## src/design/fpba_pkg.sv

```systemverilog
// ----------------------------------------------------------------------------
// fpba_pkg
// Types and constants shared by the fit-policy block allocator modules.
// ----------------------------------------------------------------------------
package fpba_pkg;

  // Field widths of the item and result ports
  localparam int OPCODE_W = 1;
  localparam int BLKNUM_W = 3;
  localparam int SIZEIO_W = 16;

  // Configuration port
  localparam int CFG_IDX_W  = 1;
  localparam int CFG_DATA_W = 4;
  localparam int POLICY_W   = 2;
  localparam int BLKUSE_W   = 4;

  localparam logic [CFG_IDX_W-1:0] REG_POLICY = 1'b0;
  localparam logic [CFG_IDX_W-1:0] REG_BLOCKS = 1'b1;

  localparam logic [POLICY_W-1:0] POLICY_RST = 2'd0;
  localparam logic [BLKUSE_W-1:0] BLKUSE_RST = 4'd8;

  // Placement policies
  localparam logic [POLICY_W-1:0] POL_NEXT  = 2'd0;
  localparam logic [POLICY_W-1:0] POL_WORST = 2'd1;
  localparam logic [POLICY_W-1:0] POL_BEST  = 2'd2;

  // Opcodes
  localparam logic [OPCODE_W-1:0] OP_LOAD  = 1'b0;
  localparam logic [OPCODE_W-1:0] OP_ALLOC = 1'b1;

  // Parameter defaults
  localparam int BLOCKS_DEF     = 8;
  localparam int SIZE_WIDTH_DEF = 16;

  // Widest values the parameters allow; records between cells use these
  localparam int MAX_IDX_W  = 6;
  localparam int MAX_CNT_W  = 7;
  localparam int MAX_SIZE_W = 32;

  // Controller states
  typedef enum logic [1:0] {
    ST_IDLE,
    ST_SCAN,
    ST_FINISH
  } state_t;

  // Search parameters broadcast to every cell during a scan
  typedef struct packed {
    logic [POLICY_W-1:0]   policy;
    logic [MAX_CNT_W-1:0]  limit;   // entries taking part
    logic [MAX_IDX_W-1:0]  start;   // next-fit start entry
    logic [MAX_SIZE_W-1:0] size;    // requested size
  } scan_ctl_t;

  // Search token handed from cell to cell
  typedef struct packed {
    logic                  valid;
    logic                  hi_found;  // first fit at or after start
    logic [MAX_IDX_W-1:0]  hi_pick;
    logic [MAX_SIZE_W-1:0] hi_val;
    logic                  lo_found;  // first fit before start
    logic [MAX_IDX_W-1:0]  lo_pick;
    logic [MAX_SIZE_W-1:0] lo_val;
    logic                  bt_found;  // best or worst fit so far
    logic [MAX_IDX_W-1:0]  bt_pick;
    logic [MAX_SIZE_W-1:0] bt_val;
  } scan_rec_t;

  // Entry write broadcast
  typedef struct packed {
    logic                  en;
    logic [MAX_IDX_W-1:0]  idx;
    logic [MAX_SIZE_W-1:0] data;
  } cell_wr_t;

endpackage

```

## src/design/fpba_cell.sv

```systemverilog
// ----------------------------------------------------------------------------
// fpba_cell
// One table entry of the allocator. Holds the entry's free size and folds it
// into the search token passing through, then hands the token on.
// ----------------------------------------------------------------------------
module fpba_cell #(
  parameter int CELL_IDX   = 0,
  parameter int SIZE_WIDTH = fpba_pkg::SIZE_WIDTH_DEF
) (
  input  logic                clk,
  input  logic                rst_n,
  input  fpba_pkg::scan_ctl_t ctl,
  input  fpba_pkg::cell_wr_t  wr,
  input  fpba_pkg::scan_rec_t rec_in,
  output fpba_pkg::scan_rec_t rec_out
);
  import fpba_pkg::*;

  logic [SIZE_WIDTH-1:0] entry_r;
  scan_rec_t             rec_r;
  scan_rec_t             rec_nxt;
  logic [SIZE_WIDTH-1:0] req;
  logic [SIZE_WIDTH-1:0] bt_val;
  logic                  in_range;
  logic                  upper;
  logic                  fits;
  logic                  better;

  // Entry storage, cleared at reset, written by the controller
  always_ff @(posedge clk) begin
    if (!rst_n) begin
      entry_r <= '0;
    end else if (wr.en && wr.idx == MAX_IDX_W'(CELL_IDX)) begin
      entry_r <= SIZE_WIDTH'(wr.data);
    end
  end

  // Fold this entry into the token
  always_comb begin
    req      = SIZE_WIDTH'(ctl.size);
    bt_val   = SIZE_WIDTH'(rec_in.bt_val);
    in_range = MAX_CNT_W'(CELL_IDX) < ctl.limit;
    upper    = MAX_IDX_W'(CELL_IDX) >= ctl.start;
    fits     = in_range && (entry_r >= req);
    better   = !rec_in.bt_found ||
               (ctl.policy == POL_WORST && entry_r > bt_val) ||
               (ctl.policy == POL_BEST  && entry_r < bt_val);
    rec_nxt  = rec_in;
    if (fits && upper && !rec_in.hi_found) begin
      rec_nxt.hi_found = 1'b1;
      rec_nxt.hi_pick  = MAX_IDX_W'(CELL_IDX);
      rec_nxt.hi_val   = MAX_SIZE_W'(entry_r);
    end
    if (fits && !upper && !rec_in.lo_found) begin
      rec_nxt.lo_found = 1'b1;
      rec_nxt.lo_pick  = MAX_IDX_W'(CELL_IDX);
      rec_nxt.lo_val   = MAX_SIZE_W'(entry_r);
    end
    if (fits && better) begin
      rec_nxt.bt_found = 1'b1;
      rec_nxt.bt_pick  = MAX_IDX_W'(CELL_IDX);
      rec_nxt.bt_val   = MAX_SIZE_W'(entry_r);
    end
  end

  // Token register toward the next cell
  always_ff @(posedge clk) begin
    if (!rst_n) begin
      rec_r.valid <= 1'b0;
    end else begin
      rec_r <= rec_nxt;
    end
  end

  assign rec_out = rec_r;

endmodule

```

## src/design/fit_policy_block_allocator_core.sv

```systemverilog
// ----------------------------------------------------------------------------
// fit_policy_block_allocator_core
// Fit-policy block allocator: next, worst or best fit over a table of free
// block sizes kept in a row of cells.
// ----------------------------------------------------------------------------
// A load item writes one table entry and returns the next-fit pointer to
// entry 0; it goes from acceptance straight to the finish state, where its
// result is registered into the output. An allocate item sends a search token
// down the row of BLOCKS cells, one cell per cycle, and passes through
// acceptance, the BLOCKS cell hops, capture of the token and the finish-state
// update. The finish state waits until the output register is free, so a
// stalled result keeps the block busy and holds up the next item's acceptance.
// Configuration writes are always taken and should only be made while no item
// is in flight.
module fit_policy_block_allocator_core #(
  parameter int BLOCKS     = fpba_pkg::BLOCKS_DEF,
  parameter int SIZE_WIDTH = fpba_pkg::SIZE_WIDTH_DEF
) (
  input  logic                            clk,
  input  logic                            rst_n,
  // item channel
  input  logic                            in_valid,
  output logic                            in_stall,
  input  logic [fpba_pkg::OPCODE_W-1:0]   in_opcode,
  input  logic [fpba_pkg::BLKNUM_W-1:0]   in_block_number,
  input  logic [fpba_pkg::SIZEIO_W-1:0]   in_size_value,
  // result channel
  output logic                            out_valid,
  input  logic                            out_stall,
  output logic                            out_granted,
  output logic [fpba_pkg::BLKNUM_W-1:0]   out_chosen_block,
  output logic [fpba_pkg::SIZEIO_W-1:0]   out_remaining_after,
  // configuration channel
  input  logic                            cfg_valid,
  output logic                            cfg_ready,
  input  logic [fpba_pkg::CFG_IDX_W-1:0]  cfg_index,
  input  logic [fpba_pkg::CFG_DATA_W-1:0] cfg_data
);
  import fpba_pkg::*;

  localparam int IDX_W = (BLOCKS > 1) ? $clog2(BLOCKS) : 1;
  localparam int CNT_W = $clog2(BLOCKS + 1);

  // configuration registers
  logic [POLICY_W-1:0]   policy_r;
  logic [BLKUSE_W-1:0]   blkuse_r;

  // controller
  state_t                state_r, state_nxt;
  logic                  launch_r;
  logic [OPCODE_W-1:0]   op_r;
  logic [BLKNUM_W-1:0]   blk_r;
  logic [SIZE_WIDTH-1:0] size_r;
  scan_ctl_t             ctl_r;
  scan_rec_t             res_r;
  logic [IDX_W-1:0]      ptr_r, ptr_nxt;

  logic                  in_acc;
  logic                  out_free;
  logic                  commit;
  logic [CNT_W-1:0]      limit;
  logic [IDX_W-1:0]      start;

  // finish stage
  logic                  found;
  logic [IDX_W-1:0]      pick;
  logic [SIZE_WIDTH-1:0] pick_val;
  logic [SIZE_WIDTH-1:0] remain;
  cell_wr_t              wr;

  scan_rec_t             chain [BLOCKS+1];

  // output register
  logic                  out_valid_r;
  logic                  out_granted_r;
  logic [BLKNUM_W-1:0]   out_chosen_r;
  logic [SIZEIO_W-1:0]   out_remain_r;

  assign cfg_ready = 1'b1;

  // Configuration writes
  always_ff @(posedge clk) begin
    if (!rst_n) begin
      policy_r <= POLICY_RST;
      blkuse_r <= BLKUSE_RST;
    end else if (cfg_valid && cfg_ready) begin
      unique case (cfg_index)
        REG_POLICY: policy_r <= cfg_data[POLICY_W-1:0];
        REG_BLOCKS: blkuse_r <= cfg_data[BLKUSE_W-1:0];
        default:    ;
      endcase
    end
  end

  // Searched range and next-fit start entry
  always_comb begin
    limit = (32'(blkuse_r) > BLOCKS) ? CNT_W'(BLOCKS) : CNT_W'(blkuse_r);
    start = (CNT_W'(ptr_r) < limit) ? ptr_r : '0;
  end

  // Cell chain
  always_comb begin
    chain[0]       = '0;
    chain[0].valid = launch_r;
  end

  for (genvar g = 0; g < BLOCKS; g++) begin : g_cell
    fpba_cell #(
      .CELL_IDX   (g),
      .SIZE_WIDTH (SIZE_WIDTH)
    ) u_cell (
      .clk     (clk),
      .rst_n   (rst_n),
      .ctl     (ctl_r),
      .wr      (wr),
      .rec_in  (chain[g]),
      .rec_out (chain[g+1])
    );
  end

  // Result selection and table update
  always_comb begin
    found    = 1'b0;
    pick     = '0;
    pick_val = '0;
    ptr_nxt  = ptr_r;
    if (op_r == OP_LOAD) begin
      found    = 32'(blk_r) < BLOCKS;
      pick     = IDX_W'(blk_r);
      pick_val = size_r;
      if (found) begin
        ptr_nxt = '0;
      end
    end else begin
      case (ctl_r.policy) inside
        POL_NEXT: begin
          found    = res_r.hi_found || res_r.lo_found;
          pick     = res_r.hi_found ? IDX_W'(res_r.hi_pick) : IDX_W'(res_r.lo_pick);
          pick_val = res_r.hi_found ? SIZE_WIDTH'(res_r.hi_val)
                                    : SIZE_WIDTH'(res_r.lo_val);
          ptr_nxt  = found ? pick : IDX_W'(ctl_r.start);
        end
        POL_WORST, POL_BEST: begin
          found    = res_r.bt_found;
          pick     = IDX_W'(res_r.bt_pick);
          pick_val = SIZE_WIDTH'(res_r.bt_val);
        end
        default: ;
      endcase
    end
    remain = (op_r == OP_LOAD) ? pick_val : (pick_val - size_r);
  end

  always_comb begin
    wr.en   = commit && found;
    wr.idx  = MAX_IDX_W'(pick);
    wr.data = MAX_SIZE_W'(remain);
  end

  // Controller
  assign in_stall = (state_r != ST_IDLE);
  assign in_acc   = in_valid && !in_stall;
  assign out_free = !out_valid_r || !out_stall;
  assign commit   = (state_r == ST_FINISH) && out_free;

  always_comb begin
    state_nxt = state_r;
    unique case (state_r)
      ST_IDLE: begin
        if (in_acc) begin
          state_nxt = (in_opcode == OP_ALLOC) ? ST_SCAN : ST_FINISH;
        end
      end
      ST_SCAN: begin
        if (chain[BLOCKS].valid) begin
          state_nxt = ST_FINISH;
        end
      end
      ST_FINISH: begin
        if (out_free) begin
          state_nxt = ST_IDLE;
        end
      end
      default: state_nxt = ST_IDLE;
    endcase
  end

  always_ff @(posedge clk) begin
    if (!rst_n) begin
      state_r  <= ST_IDLE;
      launch_r <= 1'b0;
      ptr_r    <= '0;
    end else begin
      state_r  <= state_nxt;
      launch_r <= in_acc && (in_opcode == OP_ALLOC);
      if (commit) begin
        ptr_r <= ptr_nxt;
      end
    end
  end

  // Item capture and token capture
  always_ff @(posedge clk) begin
    if (in_acc) begin
      op_r         <= in_opcode;
      blk_r        <= in_block_number;
      size_r       <= SIZE_WIDTH'(in_size_value);
      ctl_r.policy <= policy_r;
      ctl_r.limit  <= MAX_CNT_W'(limit);
      ctl_r.start  <= MAX_IDX_W'(start);
      ctl_r.size   <= MAX_SIZE_W'(SIZE_WIDTH'(in_size_value));
    end
    if (state_r == ST_SCAN && chain[BLOCKS].valid) begin
      res_r <= chain[BLOCKS];
    end
  end

  // Output register
  always_ff @(posedge clk) begin
    if (!rst_n) begin
      out_valid_r <= 1'b0;
    end else if (commit) begin
      out_valid_r <= 1'b1;
    end else if (!out_stall) begin
      out_valid_r <= 1'b0;
    end
  end

  always_ff @(posedge clk) begin
    if (commit) begin
      out_granted_r <= found;
      out_chosen_r  <= found ? BLKNUM_W'(pick) : '0;
      out_remain_r  <= found ? SIZEIO_W'(remain) : '0;
    end
  end

  assign out_valid           = out_valid_r;
  assign out_granted         = out_granted_r;
  assign out_chosen_block    = out_chosen_r;
  assign out_remaining_after = out_remain_r;

endmodule

```

## config.mk

```make
export PLATFORM = sky130hd
export DESIGN_NAME = fit_policy_block_allocator_core
export DESIGN_NICKNAME = d
export VERILOG_FILES = /design/src/design/fpba_pkg.sv /design/src/design/fpba_cell.sv /design/src/design/fit_policy_block_allocator_core.sv
export SDC_FILE = /design/constraint.sdc
export NUM_CORES = 1
export LEC_CHECK = 0
export ABC_AREA = 1
export ABC_CLOCK_PERIOD_IN_PS = 7400
export BUFFER_PORTS_ARGS = -buffer_cell sky130_fd_sc_hd__buf_2
export CORE_MARGIN = 3
export CORE_UTILIZATION = 60
export DETAILED_ROUTE_END_ITERATION = 10
export GPL_TIMING_DRIVEN = 0
export PLACE_DENSITY = 0.76
export SYNTH_ARGS = -nofsm -noshare
export SYNTH_HDL_FRONTEND = slang
export SYNTH_SLANG_ARGS = --single-unit
```

## constraint.sdc

```tcl
create_clock -name clk -period 7.4 [get_ports clk]
set_input_delay 1.11 -clock clk [delete_from_list [all_inputs] [get_ports clk]]
set_output_delay 1.11 -clock clk [all_outputs]
set_load 0.03 [all_outputs]
```

## Yosys cells after proc, flatten, opt, wreduce, memory -nomap -nowiden

Cells that the tools add are included.

- Register bits after elaboration: 738
- Latch bits: 0
- RAM bits: 0
- Bits in read-only memories: 0
- Input port bits: 30
- Output and inout bits: 23
- Logic and storage cells: 346
- Memories: 0

- Add/subtract/negate cells: 1
- Multipliers: 0
- Div/mod/pow operators: 0
- Order comparisons: 40
- Equality and inequality tests: 16
- Shift-type cells: 0
- Mux-type cells: 47
- Bitwise logic cells: 1
- Reduce and logical (&&, ||, !) cells: 129

Operators with widths:

| operator | count |
|---|---|
| $mux 16 | 26 |
| $ge 16x16->1 | 8 |
| $mux 39 | 3 |
| $gt 16x16->1 | 7 |
| $lt 16x16->1 | 7 |
| $logic_and 1x1->1 | 72 |
| $logic_not 1->1 | 32 |
| $mux 3 | 7 |
| $logic_or 1x1->1 | 16 |
| $lt 3x4->1 const A | 4 |
| $sub 16x16->16 | 1 |
| $eq 3x3->1 const B | 4 |
| $ge 3x3->1 const A | 4 |
| $lt 1x4->1 const A | 2 |
| $lt 2x4->1 const A | 2 |
| $mux 2 | 4 |
| $eq 3x2->1 const B | 2 |
| $ge 1x3->1 const A | 2 |
| $ge 2x3->1 const A | 2 |
| $logic_not 6->1 | 1 |
| $ne 2x1->1 const B | 3 |
| $pmux 2 s3 | 1 |
| $reduce_and 2->1 | 3 |
| $mux 1 | 5 |
| 12 further kinds | 16 |

## Logic depth before layout (Yosys ltp)

Gate-level depths: netlist (run 1).

- Word-level depth: 7
- Mapped depth: 21
- Depth with buffers taken out: 21

## Modules after synthesis

Synthesis (run 1) repeated with hierarchy kept, for this count alone.

- Cell total of the unflattened synthesis: 5834
- Area, all modules: 56902.1 sq um

Modules (own cells, without submodules):

| module | times used | cells an instance | area each (sq um) | seq. area each (sq um) |
|---|---|---|---|---|
| fpba_cell at g_cell[0].u_cell ... | 2 | 656 | 6373.6 | 3853.7 |
| fpba_cell at g_cell[2].u_cell | 1 | 658 | 6449.9 | 3853.7 |
| fpba_cell at g_cell[1].u_cell | 1 | 658 | 6446.2 | 3853.7 |
| fpba_cell at g_cell[7].u_cell | 1 | 649 | 6384.9 | 3853.7 |
| fpba_cell at g_cell[6].u_cell | 1 | 654 | 6383.6 | 3853.7 |
| fpba_cell at g_cell[3].u_cell | 1 | 654 | 6369.9 | 3853.7 |
| fpba_cell at g_cell[5].u_cell | 1 | 653 | 6334.8 | 3853.7 |
| fit_policy_block_allocator_core | 1 | 596 | 5785.5 | 3533.4 |

## Worst setup path after synthesis (run 1)

OpenSTA, ideal clock, no wires.

- Kind: flip-flop to flip-flop
- Start: register state_r[0]
- End: register res_r[0] (netlist name) (enable)
- Library setup time: 552 ps
- Arrival time: 4490 ps
- Path slack: 2358 ps
- Stages on the path, launching flop included: 3
- Buffers on the path: 0
- Path through: dfxtp_1 inv_1 nor3_1

- Longest elaborated chain between the ends: 2

RTL lines:

| what | line | RTL |
|---|---|---|
| start, declared | fit_policy_block_allocator_core.sv:49 | `state_t state_r, state_nxt;` |
| start signal, assigned | fit_policy_block_allocator_core.sv:194 | `state_r <= state_nxt;` |
| $eq 2x1->1 | fit_policy_block_allocator_core.sv:213 | `if (state_r == ST_SCAN && chain[BLOCKS].valid) begin` |
| $logic_and 1x1->1 | fit_policy_block_allocator_core.sv:213 |  |
| end signal, assigned | fit_policy_block_allocator_core.sv:214 | `res_r <= chain[BLOCKS];` |
| end, declared | fit_policy_block_allocator_core.sv:55 | `scan_rec_t res_r;` |

No other way between the ends.
A chain may end at the register's enable or synchronous reset.

## Worst setup path in the final report (run 1)

- Start: register ctl_r[45] (netlist name)
- End: register out_remain_r[13], in the netlist out_remaining_after[13] (data pin)

- Longest elaborated chain between the ends: 7
- Elaborated cells between the ends (all ways): 12

RTL lines:

| what | line | RTL |
|---|---|---|
| start, declared | fit_policy_block_allocator_core.sv:54 | `scan_ctl_t ctl_r;` |
| $eq 2x1->1 / $eq 2x2->1 (equally long branches) | -- |  |
| $reduce_or 2->1 | fit_policy_block_allocator_core.sv:135 | `case (ctl_r.policy) inside` |
| $mux 16 (2 in series) | fit_policy_block_allocator_core.sv:135 |  |
| $mux 16 | fit_policy_block_allocator_core.sv:127 | `if (op_r == OP_LOAD) begin` |
| $sub 16x16->16 | fit_policy_block_allocator_core.sv:151 | `remain = (op_r == OP_LOAD) ? pick_val : (pick_val - size_r);` |
| $mux 16 | fit_policy_block_allocator_core.sv:151 |  |
| end signal, assigned | fit_policy_block_allocator_core.sv:233 | `out_remain_r <= found ? SIZEIO_W'(remain) : '0;` |
| end, declared | fit_policy_block_allocator_core.sv:77 | `logic [SIZEIO_W-1:0] out_remain_r;` |

Several ways; a longest one is shown, not always the timed one.

==> reports/results.ini, run 1 <==
[status]
outcome = finished clean

[timing]
setup-violations-final = 0
hold_violations = 0
period_share_pct = 62.4
drv_slew = 0
layout_min_cycle_time_ns = 4.62
worst_slew_pin_slew_ns = 1.25
grt_setup_unrepaired = false
fin_skew_ns = 0.0261
max-slew-margin-rel_pct = 16.5
setup_tns_ns = 0
fmax_mhz = 217

[cts]
clock-sinks = 717
cts_buffers = 76
cts.clk_slew.worst_paths_ns = 0.06
cts_root_buffer = clkbuf_16
cts_resized = 0
cts_tree = done
insertion_delay_ns = 0.63
hold_buffers = 0
post-cts-setup-buffers = 0
cts_buffer_depth = 3
cts_max_level = 3

[power]
power.density_nw_per_um2 = 241
fin_total_pwr_mw = 9.49
vdd_drop_max_uv = 194
leakagePower_nw = 18.0

[cells_and_area]
nFillCells = 4449
finalNonFillerCells = 4729
drive_above_1_share_pct = 8.08
fin_nets = 4190
area_delta_synth_final_pct = 11.1

[synth]
syn_avg_cell_area_sq_um = 9.43
synth_nets = 4045
synth_common_cells = 1138 x nand2_1, 568 x edfxtp_1, 366 x inv_1
synthDistinctLibCells = 44
async_reset_ff_share_pct = 0
post-synth-top-area-cell = edfxtp_1
synth-seq-cells = 717
netlist_instances = 3754
synth_area_sq_um = 35400
yosysMostFrequentCell = nand2_1
synth_flop_cell = edfxtp_1
synth_top_area_share_pct = 48.2
synth-seq-area-share_pct = 56.6
synthTopCellsByArea = edfxtp_1 48%, nand2_1 12%, ha_1 9.2%
synth_edf_count = 568
ys_warn_count = 0

[worst_setup_path]
cp-start-kind = flop
critPathRequiredTime_ns = 7.74
worstPathArrival_ns = 4.95
r2r_start = ctl_r[45]
ff2ff_setup_slack_ns = 2.78
r2r_end = out_remaining_after[13]
path_cells = inv_1, ha_1, nor2_1, inv_1, buf_1, a21oi_1, a221oi_1, ha_1, nand2_1, nand2_1, a21oi_1, nor2_1, nor2_1, nand2_1, nand2_1, nand3_1, nand2_1, nor2_1
cp_common_cell = nand2_1
critPathMaxStageDelay_ns = 0.90
endpoint_kind = flop
reg2regPathDepth = 18
slowest_stage = nand2_1
path_max_fanout = 10
crit_type = reg2reg

[min_path]
worstHoldStart = g_cell[6].u_cell.rec_out[73]
min_to = g_cell[7].u_cell.rec_out[73]
worstHoldPathType = reg2reg
min_path_cells = 0

[detailed_routing]
drc = 0
wl_per_cell_microns = 22.6
drt_iter0_drc = 3236
viasPerCell = 5.84
vias = 27612
drtPass1Iterations = 9
drt_wl_total_mm = 107
drtAntennaViolNets = 0

[grt]
grt_pass1_wl_mm = 158
grt_pass1_vias = 25803
grt_max_degree = 129
grt_util_all_layers_pct = 34.4
overflow = 0
antenna_found_initial = 0

[placement]
placed_cells = 4586
portBuffers = 51
hpwl_mm = 77.7
gp_congestion = 0.951

[floorplanning]
ioPinCount = 53
die_h_microns = 249
core-area_sq_um = 58000
start_util_pct = 61.0
dieArea_sq_um = 61900
die_x_microns = 249
fp-row-count = 88

[job]
maxCapViolCount = 0

-- how the worst max path moves through the flow --
stage	from	to	cells past startpoint
after floorplan	state_r[0]	res_r[0]	2
after global placement	rst_n	g_cell[2].u_cell.entry_r[3]	4
after detailed placement	rst_n	g_cell[6].u_cell.entry_r[2]	6
after CTS	ctl_r[45]	out_remaining_after[13]	18
after global routing	ctl_r[45]	out_remaining_after[13]	18
final	ctl_r[45]	out_remaining_after[13]	18
-- power by group --
group	leakage (nW)	internal, mW	switching, mW
logic	10.1	0.287	0.835
registers	6.77	4.56	0.110
clock network	1.17	2.10	1.59
total	18.0	6.95	2.54
-- cell families (layout without fill, tap and decap cells) --
group           count (synthesis)  count (layout)  share of synthesized area [%]
compound gates                501             501                           7.53
xor+xnor                        5               5                          0.124
fa+ha+maj                     261             261                           9.25
buf+inv                       517             725                           5.99
flops                         717             717                           56.6
other cells                     1               3                         0.0106
simple gates                 1752            1752                           20.5
-- flip-flops by register name (all words and copies together), names as in the netlist, 2 cells and up --
register	flops
out_remaining_after	16
state_r	2
res_r	60
blk_r	3
ctl_r	25
ptr_r	3
policy_r	2
g_cell.u_cell.rec_out	467
g_cell.u_cell.entry_r	128
out_chosen_block	3
blkuse_r	4
-- per-stage QoR --
stage | hold slack (ns) | util, % | area, sq um | setup WS [ns]
2_1_floorplan | 0.390 | - | 35400 | 2.36
3_3_place_gp | 0.393 | 63.1 | 36600 | -2.65
5_1_grt | 0.419 | 67.7 | 39300 | 2.70
4_1_cts | 0.412 | 67.7 | 39300 | 2.98
3_5_place_dp | 0.398 | 63.6 | 36900 | 2.90
6_report | 0.412 | 67.7 | 39300 | 2.78
-- cell usage in the layout, fill, tap and decap left out, types with 20 or more instances in the layout --
master and n:
o21ai_1 91, nand3_1 344, nand4_1 20, ha_1 260
inv_1 366, clkinv_1 22, edfxtp_1 568, clkbuf_1 65
a21oi_1 280, clkbuf_16 77, nand2_1 1138, buf_4 23
o21ai_0 77, buf_2 105, dfxtp_1 149, nor2_1 198
-- layout make-up --
class,count,area (sq um),area share (%)
Sequential cell,717,20000,51.0
Multi-Input combinational cell,2520,13300,33.7
Clock buffer,101,2090,5.31
Inverter,384,1440,3.67
Tap cell,765,957,2.44
Buffer,133,677,1.72
Timing Repair Buffer,67,517,1.31
Clock inverter,40,319,0.812
Antenna cell,2,5.00,0.0127
-- routing by layer --
metal	GRT usage [%]	vias to the layer above	part of all wire, %
met5	0	-	0
met1	42.9	12762	37
li1	-	12971	-
met2	53.3	1459	45
met4	24.8	0	8.4
met3	7.34	420	9.6
-- critical path: cells and delay by family (launching register included) --
family	cells	cell delay, ns
AOI/OAI and AO/OA	3	0.74
adders and majority gates	2	0.74
DFF	1	0.40
and+or+nand+nor	10	1.61
buffers and inverters	3	0.81
No activity file was read; power rests on OpenSTA's default activity.
==> run 2, diff against run 1 <==
--- a/config.mk
+++ b/config.mk
@@ -5,8 +5,8 @@
 export SDC_FILE = /design/constraint.sdc
 export NUM_CORES = 1
 export LEC_CHECK = 0
-export ABC_AREA = 1
-export ABC_CLOCK_PERIOD_IN_PS = 7400
+export ABC_AREA = 0
+export ABC_CLOCK_PERIOD_IN_PS = 4500
 export BUFFER_PORTS_ARGS = -buffer_cell sky130_fd_sc_hd__buf_2
 export CORE_MARGIN = 3
 export CORE_UTILIZATION = 60
==> constraint.sdc (replaced) <==
create_clock -name clk -period 4.5 [get_ports clk]
set_input_delay 0.675 -clock clk [delete_from_list [all_inputs] [get_ports clk]]
set_output_delay 0.675 -clock clk [all_outputs]
set_load 0.03 [all_outputs]
==> run 2 against run 1 <==
Against the previous run:
- the run now ends with capacitance limit left
- sequential share of layout area up 0.11 points
- clock skew fell by 0.0041 ns
- wire length down 14%
- non-clock buffer count shrank 9
- first-iteration DRC count is 44% lower
- register-to-register slack worse by 2.7 ns
- flip-flop and latch count did not move
- final cell count decreased by 22%
- worst setup slack worse by 2.7 ns
- hold slack got worse by 0.17 ns
- highest routed layer unchanged
- maximum frequency increased by 5.2%
- via count fell by 17%
==> reports/results.ini, run 2 <==
[cells_and_area]
layout_common_cells = 568 x edfxtp_1, 320 x mux2_2, 260 x ha_1
fin_nets = 3179  ; -24%
largest_register_ffs = 467  ; unchanged
antenna_cells = 0  ; -2
final_common_cell = edfxtp_1
drive_above_1_share_pct = 20.4  ; +12 points
area_delta_synth_final_pct = 12.2
utilization_pct = 68.8  ; +1.0 points

[worst_setup_path]
slowest_stage = a21oi_1
reg2regPathDepth = 12  ; -6
critPathRequiredTime_ns = 4.91  ; -2.83 ns
cp_common_cell = a21oi_1
worstPathArrival_ns = 4.79  ; -0.16 ns
critPathTopFamily = compound AO/OA/AOI/OAI gates
path_cells = buf_2, clkdlybuf4s15_2, mux2_2, a221oi_1, a21oi_1, ha_1, nor2b_1, o21a_1, nor2_1, xnor2_1, a21oi_1, a211oi_1
ff2ff_setup_slack_ns = 0.11  ; -2.67 ns
crit_type = reg2reg
endpoint_kind = flop
cp_num_buf_inv = 2  ; -1
critPathMaxStageDelay_ns = 1.14  ; +0.24 ns
r2r_end = g_cell[4].u_cell.entry_r[3]
r2r_start = res_r[116]
cp-start-kind = flop
path_max_fanout = 10  ; unchanged

[power]
power.density_nw_per_um2 = 396  ; +64%
leakagePower_nw = 15.1  ; -16%
vdd_drop_max_uv = 331  ; +70%

[synth]
synth_area_sq_um = 35000  ; -1.2%
synth_top_family_by_area = multiplexers
synth_flop_cell = edfxtp_1
synth_common_cells = 568 x edfxtp_1, 320 x mux2_2, 260 x ha_1
synth_compound_area_share_pct = 11.1  ; +3.5 points
synth-seq-cells = 717  ; unchanged
netlist_instances = 2747  ; -27%
ys_warn_count = 0  ; unchanged
yosysMostFrequentCell = edfxtp_1
synth_nets = 3038  ; -25%
synthMuxAreaShare_pct = 11.3  ; +11 points
synth_edf_count = 568  ; unchanged
post-synth-top-area-cell = edfxtp_1
synthAdderAreaFrac_pct = 9.36  ; +0.11 points
synthTopCellsByArea = edfxtp_1 49%, mux2_2 10%, ha_1 9.3%
syn_avg_cell_area_sq_um = 12.7  ; +35%
async_reset_ff_share_pct = 0  ; unchanged
synth-seq-area-share_pct = 57.3  ; +0.68 points
synth_xor_area_share_pct = 0.150  ; +0.027 points
synth_top_area_share_pct = 48.8  ; +0.58 points
yosys.area_share.simple_pct = 7.53  ; -13 points
synthDistinctLibCells = 82  ; +86%

[job]
maxCapViolCount = 1  ; +1

[grt]
overflow = 0  ; unchanged
grt_util_all_layers_pct = 30.3  ; -4.0 points
grt_pass1_wl_mm = 138  ; -13%
antenna_found_initial = 0  ; unchanged
grt_max_degree = 137  ; +6.2%
grt_pass1_vias = 23494  ; -8.9%

[timing]
drv_slew = 0  ; unchanged
fin_hold_ws_ns = 0.240  ; -0.172 ns
fin_skew_ns = 0.0220  ; -0.00414 ns
fmax_mhz = 228  ; +5.2%
worst_slew_pin_slew_ns = 1.49  ; +0.243 ns
setup_ws_ns = 0.115  ; -2.67 ns
max-slew-margin-rel_pct = 0.442  ; -16 points
period_share_pct = 97.4  ; +35 points
layout_min_cycle_time_ns = 4.39  ; -0.230 ns
setup-violations-final = 0  ; unchanged
hold_violations = 0  ; unchanged

[cts]
cts.clk_slew.worst_paths_ns = 0.06  ; about the same
cts_buffer_depth = 3  ; unchanged
cts_root_buffer = clkbuf_16
clock-sinks = 717  ; unchanged
insertion_delay_ns = 0.62  ; about the same
cts_tree = done
cts_max_level = 3  ; unchanged
cts_buffers = 76  ; unchanged

[placement]
portBuffers = 51  ; unchanged
post-place-ws_ns = -0.844  ; -3.74 ns
hpwl_mm = 69.2  ; -11%
gp_congestion = 1.02  ; +7.8%

[detailed_routing]
drc = 0  ; unchanged
drt_iter0_drc = 1812  ; -44%
wl_per_cell_microns = 24.9  ; +10%
drtAntennaViolNets = 0  ; unchanged
vias = 23000  ; -17%
drtPass1Iterations = 6  ; -3
viasPerCell = 6.21  ; +6.3%
drt_wl_total_mm = 92.4  ; -14%

[floorplanning]
core-area_sq_um = 57000  ; -1.7%
die_x_microns = 247  ; -0.58%
ioPinCount = 53  ; unchanged
die_h_microns = 247  ; -0.58%
dieArea_sq_um = 61200  ; -1.1%
fp-row-count = 87  ; -1.1%
start_util_pct = 61.3  ; +0.32 points

[min_path]
min_to = blk_r[2]
min_path_cells = 1  ; +1
worstHoldPathType = in2reg
worstHoldStart = in_block_number[2]

[status]
violations = capacitance limit
outcome = finished with violations

-- run 2: worst reg2reg max path, delay by kind of cell (launching register included) --
family / cells / cell delay (ns)
adders and majority gates: 1 / 0.32
DFF: 1 / 0.31
AOI/OAI and AO/OA: 5 / 1.95
and+or+nand+nor: 2 / 0.31
muxes: 1 / 0.40
xor gates and xnor gates: 1 / 0.13
buffers and inverters: 2 / 0.75
-- run 2: report_power, final --
part / internal (mW) / switching, mW
combinational: 0.488 / 0.902
sequential: 7.45 / 0.134
clock: 3.95 / 2.60
-- run 2: worst max-delay path by stage --
stage	from	slack [ns]	cells past startpoint	endpoint
after floorplan	ctl_r[45]	0.89	14	out_remaining_after[9]
after global placement	rst_n	-5.02	5	g_cell[7].u_cell.entry_r[9]
after detailed placement	op_r	-0.84	14	out_remaining_after[14]
after CTS	ctl_r[45]	0.006	14	out_remaining_after[11]
after global routing	res_r[116]	-0.04	12	g_cell[4].u_cell.entry_r[3]
final	res_r[116]	0.11	12	g_cell[4].u_cell.entry_r[3]
-- run 2: layout make-up --
type,instances,area [sq um]
Tap cell,756,946
Buffer,126,562
Clock buffer,93,2020
Clock inverter,47,599
Sequential cell,717,20000
Fill cell,4043,17800
Timing Repair Buffer,65,554
Multi-Input combinational cell,1747,13900
Inverter,155,583
-- run 2: metrics by stage --
step / area (sq um) / std cells / setup TNS [ns] / power (mW)
4_1_cts: 39200 / 3706 / 0 / 15.5
5_1_grt: 39200 / 3706 / -0.0383 / 16.0
6_report: 39200 / 3706 / 0 / 15.5
3_3_place_gp: 36200 / 3554 / -2373.97 / 8.95
3_5_place_dp: 36300 / 3560 / -48.54 / 8.96
2_1_floorplan: 35000 / 2747 / 0 / 8.41
-- run 2: per-layer routing --
metal,GRT usage [%],wire length [microns]
met3,4.53,5290
met4,18.0,6030
met1,36.3,35900
met5,0,0
met2,52.2,45200
-- run 2: logic make-up after synthesis --
group / Yosys count
AOI/OAI and AO/OA: 612
xor gates and xnor gates: 6
adders and majority gates: 261
buffers and inverters: 283
DFF: 717
muxes: 354
other: 1
and+or+nand+nor: 513
-- run 2: timing repair --
item | in CTS | in global routing
pin swaps | 5 | 2
setup buffers | 6 | 2
endpoints found under the setup margin | 100 | 81
hold buffers | 0 | 0
resized for setup | 24 | 7
